[config.mk]
export PLATFORM = sky130hd
export DESIGN_NAME = integer_literal_parser_core
export DESIGN_NICKNAME = d
export VERILOG_FILES = /design/src/ilp_pkg.sv /design/src/ilp_front.sv /design/src/ilp_queue.sv /design/src/ilp_back.sv /design/src/integer_literal_parser_core.sv
export SDC_FILE = /design/constraint.sdc
export NUM_CORES = 1
export LEC_CHECK = 0
export ABC_CLOCK_PERIOD_IN_PS = 7180
export BUFFER_PORTS_ARGS = -buffer_cell sky130_fd_sc_hd__buf_4
export CORE_MARGIN = 1
export CORE_UTILIZATION = 55
export CTS_BUF_LIST = sky130_fd_sc_hd__clkbuf_8 sky130_fd_sc_hd__clkbuf_16
export DETAILED_ROUTE_END_ITERATION = 10
export PLACE_DENSITY_LB_ADDON = 0.15
export SETUP_SLACK_MARGIN = 0.05
export SYNTH_ARGS = -nofsm -noshare
export SYNTH_HDL_FRONTEND = slang
export SYNTH_SLANG_ARGS = --single-unit
export TNS_END_PERCENT = 10
[constraint.sdc]
create_clock -name aclk -period 7.18 [get_ports aclk]
set_input_delay 0.359 -clock aclk [delete_from_list [all_inputs] [get_ports aclk]]
set_output_delay 0.359 -clock aclk [all_outputs]
set_load 0.01 [all_outputs]
[src/ilp_pkg.sv]
// ----------------------------------------------------------------------------
// ilp_pkg
// Shared types and constants for the integer literal parser: character codes,
// radix kind codes and the classified character item that the front end
// hands to the parser through the queue.
// ----------------------------------------------------------------------------
`default_nettype none

package ilp_pkg;

    // Default accumulator width
    localparam int VALUE_BITS_DEF = 64;

    // Entries of the queue between front end and parser
    localparam int QUEUE_DEPTH = 2;

    // Character codes
    localparam logic [7:0] CH_ZERO    = 8'h30;
    localparam logic [7:0] CH_NINE    = 8'h39;
    localparam logic [7:0] CH_LOWER_A = 8'h61;
    localparam logic [7:0] CH_LOWER_F = 8'h66;
    localparam logic [7:0] CH_UPPER_A = 8'h41;
    localparam logic [7:0] CH_UPPER_F = 8'h46;
    localparam logic [7:0] CH_MINUS   = 8'h2D;
    localparam logic [7:0] CH_LOWER_X = 8'h78;
    localparam logic [7:0] CH_LOWER_B = 8'h62;

    // Radix kind codes on the result channel
    localparam logic [1:0] KIND_DEC = 2'd0;
    localparam logic [1:0] KIND_HEX = 2'd1;
    localparam logic [1:0] KIND_OCT = 2'd2;
    localparam logic [1:0] KIND_BIN = 2'd3;

    // One classified character item
    typedef struct packed {
        logic       first;
        logic       eot;
        logic       minus;
        logic       lower_x;
        logic       lower_b;
        logic       is_digit;
        logic [3:0] digit;
    } ilp_class_t;

endpackage

`default_nettype wire

[src/ilp_front.sv]
// ----------------------------------------------------------------------------
// ilp_front
// Input side: accepts character items while the queue has room and classifies
// each character into digit value and marker flags.
// ----------------------------------------------------------------------------
`default_nettype none

module ilp_front (
    input  wire logic              s_valid,
    output logic                   s_ready,
    input  wire logic [7:0]        s_char_code,
    input  wire logic              s_first,
    input  wire logic              s_end_of_text,
    input  wire logic              q_full,
    output logic                   q_push,
    output ilp_pkg::ilp_class_t    q_data
);

    logic [7:0] ofs_dec;
    logic [7:0] ofs_low;
    logic [7:0] ofs_upp;

    // Accept whenever the queue has a free entry
    assign s_ready = !q_full;
    assign q_push  = s_valid && !q_full;

    // Classify the character
    always_comb begin
        ofs_dec = s_char_code - ilp_pkg::CH_ZERO;
        ofs_low = s_char_code - ilp_pkg::CH_LOWER_A + 8'd10;
        ofs_upp = s_char_code - ilp_pkg::CH_UPPER_A + 8'd10;

        q_data          = '0;
        q_data.first    = s_first;
        q_data.eot      = s_end_of_text;
        q_data.minus    = (s_char_code == ilp_pkg::CH_MINUS);
        q_data.lower_x  = (s_char_code == ilp_pkg::CH_LOWER_X);
        q_data.lower_b  = (s_char_code == ilp_pkg::CH_LOWER_B);

        if (s_char_code >= ilp_pkg::CH_ZERO && s_char_code <= ilp_pkg::CH_NINE) begin
            q_data.is_digit = 1'b1;
            q_data.digit    = ofs_dec[3:0];
        end else if (s_char_code >= ilp_pkg::CH_LOWER_A &&
                     s_char_code <= ilp_pkg::CH_LOWER_F) begin
            q_data.is_digit = 1'b1;
            q_data.digit    = ofs_low[3:0];
        end else if (s_char_code >= ilp_pkg::CH_UPPER_A &&
                     s_char_code <= ilp_pkg::CH_UPPER_F) begin
            q_data.is_digit = 1'b1;
            q_data.digit    = ofs_upp[3:0];
        end
    end

endmodule

`default_nettype wire

[src/ilp_queue.sv]
// ----------------------------------------------------------------------------
// ilp_queue
// Short queue of classified items between front end and parser, so that
// either side can stall without stopping the other at once.
// ----------------------------------------------------------------------------
`default_nettype none

module ilp_queue #(
    localparam int PTR_W = (ilp_pkg::QUEUE_DEPTH > 1) ? $clog2(ilp_pkg::QUEUE_DEPTH) : 1,
    localparam int CNT_W = $clog2(ilp_pkg::QUEUE_DEPTH + 1)
) (
    input  wire logic                 aclk,
    input  wire logic                 aresetn,
    input  wire logic                 push,
    input  wire ilp_pkg::ilp_class_t  wr_data,
    output logic                      full,
    output logic                      valid,
    output ilp_pkg::ilp_class_t       rd_data,
    input  wire logic                 pop,
    output logic [CNT_W-1:0]          count
);

    ilp_pkg::ilp_class_t entry_reg [ilp_pkg::QUEUE_DEPTH];
    logic [PTR_W-1:0]    wr_ptr_reg, wr_ptr_next;
    logic [PTR_W-1:0]    rd_ptr_reg, rd_ptr_next;
    logic [CNT_W-1:0]    count_reg, count_next;

    assign full    = (count_reg == CNT_W'(ilp_pkg::QUEUE_DEPTH));
    assign valid   = (count_reg != '0);
    assign rd_data = entry_reg[rd_ptr_reg];
    assign count   = count_reg;

    // Advance pointers and occupancy
    always_comb begin
        wr_ptr_next = wr_ptr_reg;
        rd_ptr_next = rd_ptr_reg;
        count_next  = count_reg;
        if (push) begin
            wr_ptr_next = (wr_ptr_reg == PTR_W'(ilp_pkg::QUEUE_DEPTH - 1)) ? '0
                                                                           : wr_ptr_reg + 1'b1;
        end
        if (pop) begin
            rd_ptr_next = (rd_ptr_reg == PTR_W'(ilp_pkg::QUEUE_DEPTH - 1)) ? '0
                                                                           : rd_ptr_reg + 1'b1;
        end
        case ({push, pop})
            2'b10:   count_next = count_reg + 1'b1;
            2'b01:   count_next = count_reg - 1'b1;
            default: count_next = count_reg;
        endcase
    end

    always_ff @(posedge aclk) begin
        if (!aresetn) begin
            wr_ptr_reg <= '0;
            rd_ptr_reg <= '0;
            count_reg  <= '0;
        end else begin
            wr_ptr_reg <= wr_ptr_next;
            rd_ptr_reg <= rd_ptr_next;
            count_reg  <= count_next;
        end
    end

    // Store the pushed item
    always_ff @(posedge aclk) begin
        if (push) begin
            entry_reg[wr_ptr_reg] <= wr_data;
        end
    end

endmodule

`default_nettype wire

[src/ilp_back.sv]
// ----------------------------------------------------------------------------
// ilp_back
// Parser: takes one classified item a cycle from the queue, steps the literal
// state machine with a constant-radix shift-add, and loads finished results
// into the output register; an item that closes a literal waits while it is full.
// ----------------------------------------------------------------------------
`default_nettype none

module ilp_back #(
    parameter int VALUE_BITS = ilp_pkg::VALUE_BITS_DEF
) (
    input  wire logic                   aclk,
    input  wire logic                   aresetn,
    input  wire logic                   cfg_wr_en,
    input  wire logic                   cfg_wr_data,
    input  wire logic                   q_valid,
    input  wire ilp_pkg::ilp_class_t    q_data,
    output logic                        q_pop,
    output logic                        m_valid,
    input  wire logic                   m_ready,
    output logic [VALUE_BITS-1:0]       m_value,
    output logic [7:0]                  m_consumed,
    output logic [1:0]                  m_radix_kind,
    output logic                        m_negative,
    output logic                        m_overflow
);

    // Parse phases
    localparam logic [2:0] PH_IDLE   = 3'd0;
    localparam logic [2:0] PH_START  = 3'd1;
    localparam logic [2:0] PH_SIGNED = 3'd2;
    localparam logic [2:0] PH_ZERO   = 3'd3;
    localparam logic [2:0] PH_DEC    = 3'd4;
    localparam logic [2:0] PH_HEX    = 3'd5;
    localparam logic [2:0] PH_OCT    = 3'd6;
    localparam logic [2:0] PH_BIN    = 3'd7;

    localparam logic [4:0] RADIX_2  = 5'd2;
    localparam logic [4:0] RADIX_8  = 5'd8;
    localparam logic [4:0] RADIX_10 = 5'd10;
    localparam logic [4:0] RADIX_16 = 5'd16;

    localparam int EXT_W = VALUE_BITS + 4;

    // Parse state
    logic [2:0]            phase_reg, phase_next;
    logic [VALUE_BITS-1:0] acc_reg, acc_next;
    logic [7:0]            count_reg, count_next;
    logic                  sign_reg, sign_next;
    logic                  wrap_reg, wrap_next;
    logic                  signed_mode_reg;

    // Output register
    logic                  m_valid_reg, m_valid_next;
    logic [VALUE_BITS-1:0] value_reg;
    logic [7:0]            consumed_reg;
    logic [1:0]            kind_reg;
    logic                  neg_reg;
    logic                  ovf_reg;

    // Working copy after an optional restart
    logic [2:0]            w_phase;
    logic [VALUE_BITS-1:0] w_acc;
    logic [7:0]            w_count;
    logic                  w_sign;
    logic                  w_wrap;

    logic                  emit_old;
    logic                  close;
    logic                  emit;
    logic                  out_free;
    logic                  load;

    logic [4:0]            radix;
    logic                  dig_ok;
    logic [EXT_W-1:0]      acc_ext;
    logic [EXT_W-1:0]      prod;
    logic [EXT_W-1:0]      sum;
    logic [7:0]            count_inc;

    logic [2:0]            src_phase;
    logic [VALUE_BITS-1:0] src_acc;
    logic [7:0]            src_count;
    logic                  src_sign;
    logic                  src_wrap;
    logic [VALUE_BITS-1:0] src_value;
    logic [1:0]            src_kind;

    // Restart the working state on a first character
    always_comb begin
        w_phase  = phase_reg;
        w_acc    = acc_reg;
        w_count  = count_reg;
        w_sign   = sign_reg;
        w_wrap   = wrap_reg;
        emit_old = 1'b0;
        if (q_data.eot) begin
            emit_old = (phase_reg != PH_IDLE);
        end else if (q_data.first) begin
            emit_old = (phase_reg != PH_IDLE);
            w_phase  = PH_START;
            w_acc    = '0;
            w_count  = '0;
            w_sign   = 1'b0;
            w_wrap   = 1'b0;
        end
    end

    // Radix of the digit that this phase would take
    always_comb begin
        case (w_phase)
            PH_HEX:           radix = RADIX_16;
            PH_ZERO, PH_OCT:  radix = RADIX_8;
            PH_BIN:           radix = RADIX_2;
            default:          radix = RADIX_10;
        endcase
        dig_ok = q_data.is_digit && ({1'b0, q_data.digit} < radix);
    end

    // Shift-add one digit into the accumulator
    always_comb begin
        acc_ext = EXT_W'(w_acc);
        case (radix)
            RADIX_2:  prod = acc_ext << 1;
            RADIX_8:  prod = acc_ext << 3;
            RADIX_16: prod = acc_ext << 4;
            default:  prod = (acc_ext << 3) + (acc_ext << 1);
        endcase
        sum       = prod + EXT_W'(q_data.digit);
        count_inc = (w_count == 8'hFF) ? w_count : w_count + 8'd1;
    end

    // Step the literal state machine
    always_comb begin
        phase_next = w_phase;
        acc_next   = w_acc;
        count_next = w_count;
        sign_next  = w_sign;
        wrap_next  = w_wrap;
        close      = 1'b0;
        if (q_data.eot) begin
            phase_next = PH_IDLE;
        end else begin
            case (w_phase)
                PH_START, PH_SIGNED: begin
                    if (w_phase == PH_START && signed_mode_reg && q_data.minus) begin
                        sign_next  = 1'b1;
                        count_next = count_inc;
                        phase_next = PH_SIGNED;
                    end else if (q_data.is_digit && q_data.digit == 4'd0) begin
                        count_next = count_inc;
                        phase_next = PH_ZERO;
                    end else if (dig_ok) begin
                        acc_next   = sum[VALUE_BITS-1:0];
                        wrap_next  = w_wrap | (|sum[EXT_W-1:VALUE_BITS]);
                        count_next = count_inc;
                        phase_next = PH_DEC;
                    end else begin
                        close = 1'b1;
                    end
                end
                PH_ZERO: begin
                    if (q_data.lower_x) begin
                        count_next = count_inc;
                        phase_next = PH_HEX;
                    end else if (q_data.lower_b) begin
                        count_next = count_inc;
                        phase_next = PH_BIN;
                    end else if (dig_ok) begin
                        acc_next   = sum[VALUE_BITS-1:0];
                        wrap_next  = w_wrap | (|sum[EXT_W-1:VALUE_BITS]);
                        count_next = count_inc;
                        phase_next = PH_OCT;
                    end else begin
                        close = 1'b1;
                    end
                end
                PH_DEC, PH_HEX, PH_OCT, PH_BIN: begin
                    if (dig_ok) begin
                        acc_next   = sum[VALUE_BITS-1:0];
                        wrap_next  = w_wrap | (|sum[EXT_W-1:VALUE_BITS]);
                        count_next = count_inc;
                    end else begin
                        close = 1'b1;
                    end
                end
                default: begin
                    close = 1'b0;
                end
            endcase
            if (close) begin
                phase_next = PH_IDLE;
            end
        end
    end

    // Pick the literal to report and format it
    always_comb begin
        emit      = emit_old || close;
        src_phase = emit_old ? phase_reg : w_phase;
        src_acc   = emit_old ? acc_reg   : w_acc;
        src_count = emit_old ? count_reg : w_count;
        src_sign  = emit_old ? sign_reg  : w_sign;
        src_wrap  = emit_old ? wrap_reg  : w_wrap;
        src_value = src_sign ? (~src_acc + 1'b1) : src_acc;
        case (src_phase)
            PH_HEX:          src_kind = ilp_pkg::KIND_HEX;
            PH_ZERO, PH_OCT: src_kind = ilp_pkg::KIND_OCT;
            PH_BIN:          src_kind = ilp_pkg::KIND_BIN;
            default:         src_kind = ilp_pkg::KIND_DEC;
        endcase
    end

    // Take an item unless its result finds the output register occupied
    assign out_free = !m_valid_reg || m_ready;
    assign q_pop    = q_valid && (!emit || out_free);
    assign load     = q_pop && emit;

    always_comb begin
        if (load) begin
            m_valid_next = 1'b1;
        end else if (m_ready) begin
            m_valid_next = 1'b0;
        end else begin
            m_valid_next = m_valid_reg;
        end
    end

    // Control and parse state
    always_ff @(posedge aclk) begin
        if (!aresetn) begin
            phase_reg       <= PH_IDLE;
            acc_reg         <= '0;
            count_reg       <= '0;
            sign_reg        <= 1'b0;
            wrap_reg        <= 1'b0;
            signed_mode_reg <= 1'b1;
            m_valid_reg     <= 1'b0;
        end else begin
            if (q_pop) begin
                phase_reg <= phase_next;
                acc_reg   <= acc_next;
                count_reg <= count_next;
                sign_reg  <= sign_next;
                wrap_reg  <= wrap_next;
            end
            if (cfg_wr_en) begin
                signed_mode_reg <= cfg_wr_data;
            end
            m_valid_reg <= m_valid_next;
        end
    end

    // Hold the result payload until taken
    always_ff @(posedge aclk) begin
        if (load) begin
            value_reg    <= src_value;
            consumed_reg <= src_count;
            kind_reg     <= src_kind;
            neg_reg      <= src_sign;
            ovf_reg      <= src_wrap;
        end
    end

    assign m_valid      = m_valid_reg;
    assign m_value      = value_reg;
    assign m_consumed   = consumed_reg;
    assign m_radix_kind = kind_reg;
    assign m_negative   = neg_reg;
    assign m_overflow   = ovf_reg;

endmodule

`default_nettype wire

[src/integer_literal_parser_core.sv]
// ----------------------------------------------------------------------------
// integer_literal_parser_core
// Streaming parser for one C-style integer literal per run of characters:
// optional minus, 0x / 0b / leading-zero radix prefixes, wrapping value with
// overflow flag and saturating length.
//
//   Port group   Direction  Handshake          Payload
//   s_*          in         s_valid/s_ready    char_code, first, end_of_text
//   m_*          out        m_valid/m_ready    value, consumed, radix_kind,
//                                              negative, overflow
//   cfg_*        in         cfg_wr_en          cfg_wr_data (signed mode)
//
// One character item a cycle sustained while the output register is free; an
// item that closes a literal passes through the queue, and popping it loads
// the output register and raises m_valid.
// Each parse step is one shift-add of the accumulator by a constant radix.
// The two-entry queue lets input accept while the output register is stalled.
// Reset is synchronous: queue empty, parser idle, signed mode on, no result.
// ----------------------------------------------------------------------------
`default_nettype none

module integer_literal_parser_core #(
    parameter int VALUE_BITS = ilp_pkg::VALUE_BITS_DEF
) (
    input  wire logic                  aclk,
    input  wire logic                  aresetn,
    input  wire logic                  cfg_wr_en,
    input  wire logic                  cfg_wr_data,
    input  wire logic                  s_valid,
    output logic                       s_ready,
    input  wire logic [7:0]            s_char_code,
    input  wire logic                  s_first,
    input  wire logic                  s_end_of_text,
    output logic                       m_valid,
    input  wire logic                  m_ready,
    output logic [VALUE_BITS-1:0]      m_value,
    output logic [7:0]                 m_consumed,
    output logic [1:0]                 m_radix_kind,
    output logic                       m_negative,
    output logic                       m_overflow
);

    localparam int CNT_W = $clog2(ilp_pkg::QUEUE_DEPTH + 1);

    ilp_pkg::ilp_class_t push_data;
    ilp_pkg::ilp_class_t pop_data;
    logic                q_push;
    logic                q_pop;
    logic                q_full;
    logic                q_valid;
    logic [CNT_W-1:0]    q_count;

    // Accept and classify
    ilp_front u_front (
        .s_valid       (s_valid),
        .s_ready       (s_ready),
        .s_char_code   (s_char_code),
        .s_first       (s_first),
        .s_end_of_text (s_end_of_text),
        .q_full        (q_full),
        .q_push        (q_push),
        .q_data        (push_data)
    );

    // Decouple front end and parser
    ilp_queue u_queue (
        .aclk    (aclk),
        .aresetn (aresetn),
        .push    (q_push),
        .wr_data (push_data),
        .full    (q_full),
        .valid   (q_valid),
        .rd_data (pop_data),
        .pop     (q_pop),
        .count   (q_count)
    );

    // Parse and emit
    ilp_back #(
        .VALUE_BITS (VALUE_BITS)
    ) u_back (
        .aclk         (aclk),
        .aresetn      (aresetn),
        .cfg_wr_en    (cfg_wr_en),
        .cfg_wr_data  (cfg_wr_data),
        .q_valid      (q_valid),
        .q_data       (pop_data),
        .q_pop        (q_pop),
        .m_valid      (m_valid),
        .m_ready      (m_ready),
        .m_value      (m_value),
        .m_consumed   (m_consumed),
        .m_radix_kind (m_radix_kind),
        .m_negative   (m_negative),
        .m_overflow   (m_overflow)
    );

    // Reset leaves the input open and no result pending
    a_reset_ready : assert property (@(posedge aclk) !aresetn |=> s_ready)
        else $error("input not ready after reset");

    a_reset_no_result : assert property (@(posedge aclk) !aresetn |=> !m_valid)
        else $error("result pending after reset");

    // Parser never takes from an empty queue
    a_pop_nonempty : assert property (@(posedge aclk) disable iff (!aresetn)
        q_pop |-> q_valid)
        else $error("queue popped while empty");

    // An accepted item that the parser does not take stays queued
    a_push_count : assert property (@(posedge aclk) disable iff (!aresetn)
        (q_push && !q_pop) |=> (q_count == CNT_W'($past(q_count) + 1'b1)))
        else $error("queue lost an accepted item");

endmodule

`default_nettype wire
==> reports/qor.yml <==
yosys:
  async_reset_ff_share_pct: 0
  syn_avg_cell_area_sq_um: 7.56
  syn-cell-area_sq_um: 19700
  yosys-top-cells-count: "244 x nor2_1, 239 x nand2_1, 175 x o21ai_0, 160 x a21oi_1, 138 x clkbuf_1"
  yosysMostFrequentCell: "nor2_1"
  synth_seq_cells: 180
  yosysTopAreaCell: "edfxtp_1"
  seq_area_frac_synth_pct: 23.2
  yosys_warnings: 0
  ys.flop_type: "edfxtp_1"
  synth-edff-count: 96
  synth_top_area_share_pct: 14.6
  syn_nets: 2681
  synth_area_leaders: "edfxtp_1 15%, dfxtp_1 8.5%, nor2_1 4.6%"
  syn_inst: 2607
  synth_cell_type_count: 112
outcome:
  outcome: "complete, no violations"
place:
  numPortBuffers: 93
  dp_hpwl_mm: 55.4
  place.gp.congestion: 1.03
  pre_cts_ws_ns: 0.999
sta:
  min_period_over_period_pct: 89.3
  worst_pin_slew_ns: 1.13
  hold_ws_ns: 0.0801
  min_period_ns: 6.41
  setup_violations: 0
  slew_viol_final: 0
  setup_slack_ns: 0.770
  hold_violations: 0
  finalClockSkew_ns: 0.0265
  fmax_ghz: 0.156
  slew-limit-headroom_pct: 24.4
  tns_ns: 0
  rsz0062_at_grt: "no"
clock_tree:
  cts_setup_buffers: 0
  cts_tree: "built"
  clock_latency_ns: 0.49
  cts_hold_buf: 0
  cts_resized: 0
  cts_buffers: 17
  cts_buffer_depth: 2
  cts.root.buffer_cell: "clkbuf_16"
  cts_sinks: 180
  cts.clk_slew.worst_paths_ns: 0.08
  htree_levels: 4
floorplanning:
  core-area_sq_um: 34900
  start_util_pct: 56.5
  die_x_um: 191
  ioPinCount: 94
  die_area_sq_um: 36600
  die_h_um: 191
  rows: 68
global_routing:
  overflow: 0
  grt_pass1_wl_mm: 115
  antenna_found_initial: 0
  grt_max_degree: 77
  grt_pass1_vias: 19600
  gr-usage-all-layers_pct: 40.9
detailed_routing:
  routedWlPerCell_um: 25.2
  via_per_inst: 7.16
  ant_nets: 0
  vias: 21600
  drt-total-wl_mm: 75.9
  route.detailed.drc: 0
  drt-initial-drc-count: 2855
  firstDrtPassIters: 8
worst_setup_path:
  cp-end-kind: "flip-flop"
  cp.arrival_ns: 6.77
  required_ns: 7.54
  start_kind: "flip-flop"
  critPathMaxFanout: 12
  worstSetupPathType: "reg -> reg"
power_and_ir_drop:
  p_per_area_nw_per_um2: 182
  leakagePower_nw: 8.08
  peakVddDrop_uv: 211
  finalPower_w: 0.00383
cells_and_area:
  antenna_cells: 0
  num-nets-final: 2625
  regArea_sq_um: 4570
  fillers: 3235
  multiInputGateArea_sq_um: 14000
  drive_above_1_share_pct: 10.3
  area_growth_pct: 6.80
worst_hold_path:
  hold_class: "in -> reg"
run:
  drv_cap: 0
==> worst paths after layout <==
path	start	to	slack, ns	depth (start not counted)
worst max register to register	u_queue.entry_reg[0][8]	u_back.wrap_reg	0.77	18
worst max-delay path	u_queue.entry_reg[0][8]	u_back.wrap_reg	0.77	18
worst min-delay path	s_end_of_text	u_queue.entry_reg[1][8]	0.08	1
worst min register to register	u_back.signed_mode_reg	u_back.signed_mode_reg	0.54	2
==> cell families after synthesis <==
group                      Yosys count  share of synthesized area [%]
AOI/OAI and AO/OA                  836                           28.9
xor gates and xnor gates           163                           7.36
adders and majority gates           64                           4.02
buffers and inverters              272                           6.13
DFF                                180                           23.2
muxes                               44                           2.29
and+or+nand+nor                   1048                           28.2
==> final cells by class <==
class | instances | share of cell area [%]
Multi-Input combinational cell | 2155 | 66.4
Clock buffer | 17 | 2.02
Timing Repair Buffer | 149 | 5.43
Inverter | 48 | 0.856
Tap cell | 455 | 2.70
Clock inverter | 15 | 0.909
Sequential cell | 180 | 21.7
==> metal layers <==
layer	global-route usage [%]	wire length [um]
met5	0	0
met4	15.7	2740
met3	9.38	9450
met2	60.4	32000
met1	57.4	31800
==> through the flow <==
stage / cells / util [%] / instance area [sq um]
after floorplan: 2607 / - / 19700
after global placement: 2987 / 58.6 / 20400
after detailed placement: 2987 / 58.6 / 20400
after CTS: 3019 / 60.3 / 21100
after global routing: 3019 / 60.3 / 21100
final: 3019 / 60.3 / 21100
==> cell usage in the layout (no fill, tap or decap), types with 71 or more instances in the layout <==
| cell type | synthesis | routed |
|---|---|---|
| a21oi_1 | 160 | 160 |
| buf_4 | 15 | 147 |
| dfxtp_1 | 84 | 83 |
| edfxtp_1 | 96 | 96 |
| nand2_1 | 239 | 239 |
| nor2_1 | 244 | 240 |
| nor3_1 | 78 | 78 |
| o21ai_0 | 175 | 175 |
| xnor2_1 | 71 | 71 |
| xor2_1 | 89 | 89 |
==> power by group <==
part / switching, W / internal (W)
Sequential: 0.0000833 / 0.00126
Combinational: 0.00101 / 0.000456
Clock: 0.000489 / 0.000530
Total: 0.00159 / 0.00225
==> worst max-delay path: stages (launching register included) <==
cell	delay, ns
edfxtp_1	0.46
nor3b_4	0.58
nor2_4	0.14
nand2_1	0.15
inv_1	0.08
ha_1	0.23
maj3_1	0.38
a31o_2	0.24
o21ai_0	0.78
a211oi_1	0.33
o21a_1	0.36
o21ai_0	0.20
nand3_1	0.14
or4_1	0.59
a211o_1	0.41
nor3_2	0.61
nand4_1	0.18
o311ai_1	0.32
a21boi_1	0.10
Note: power is estimated with default switching activity, not from simulation.
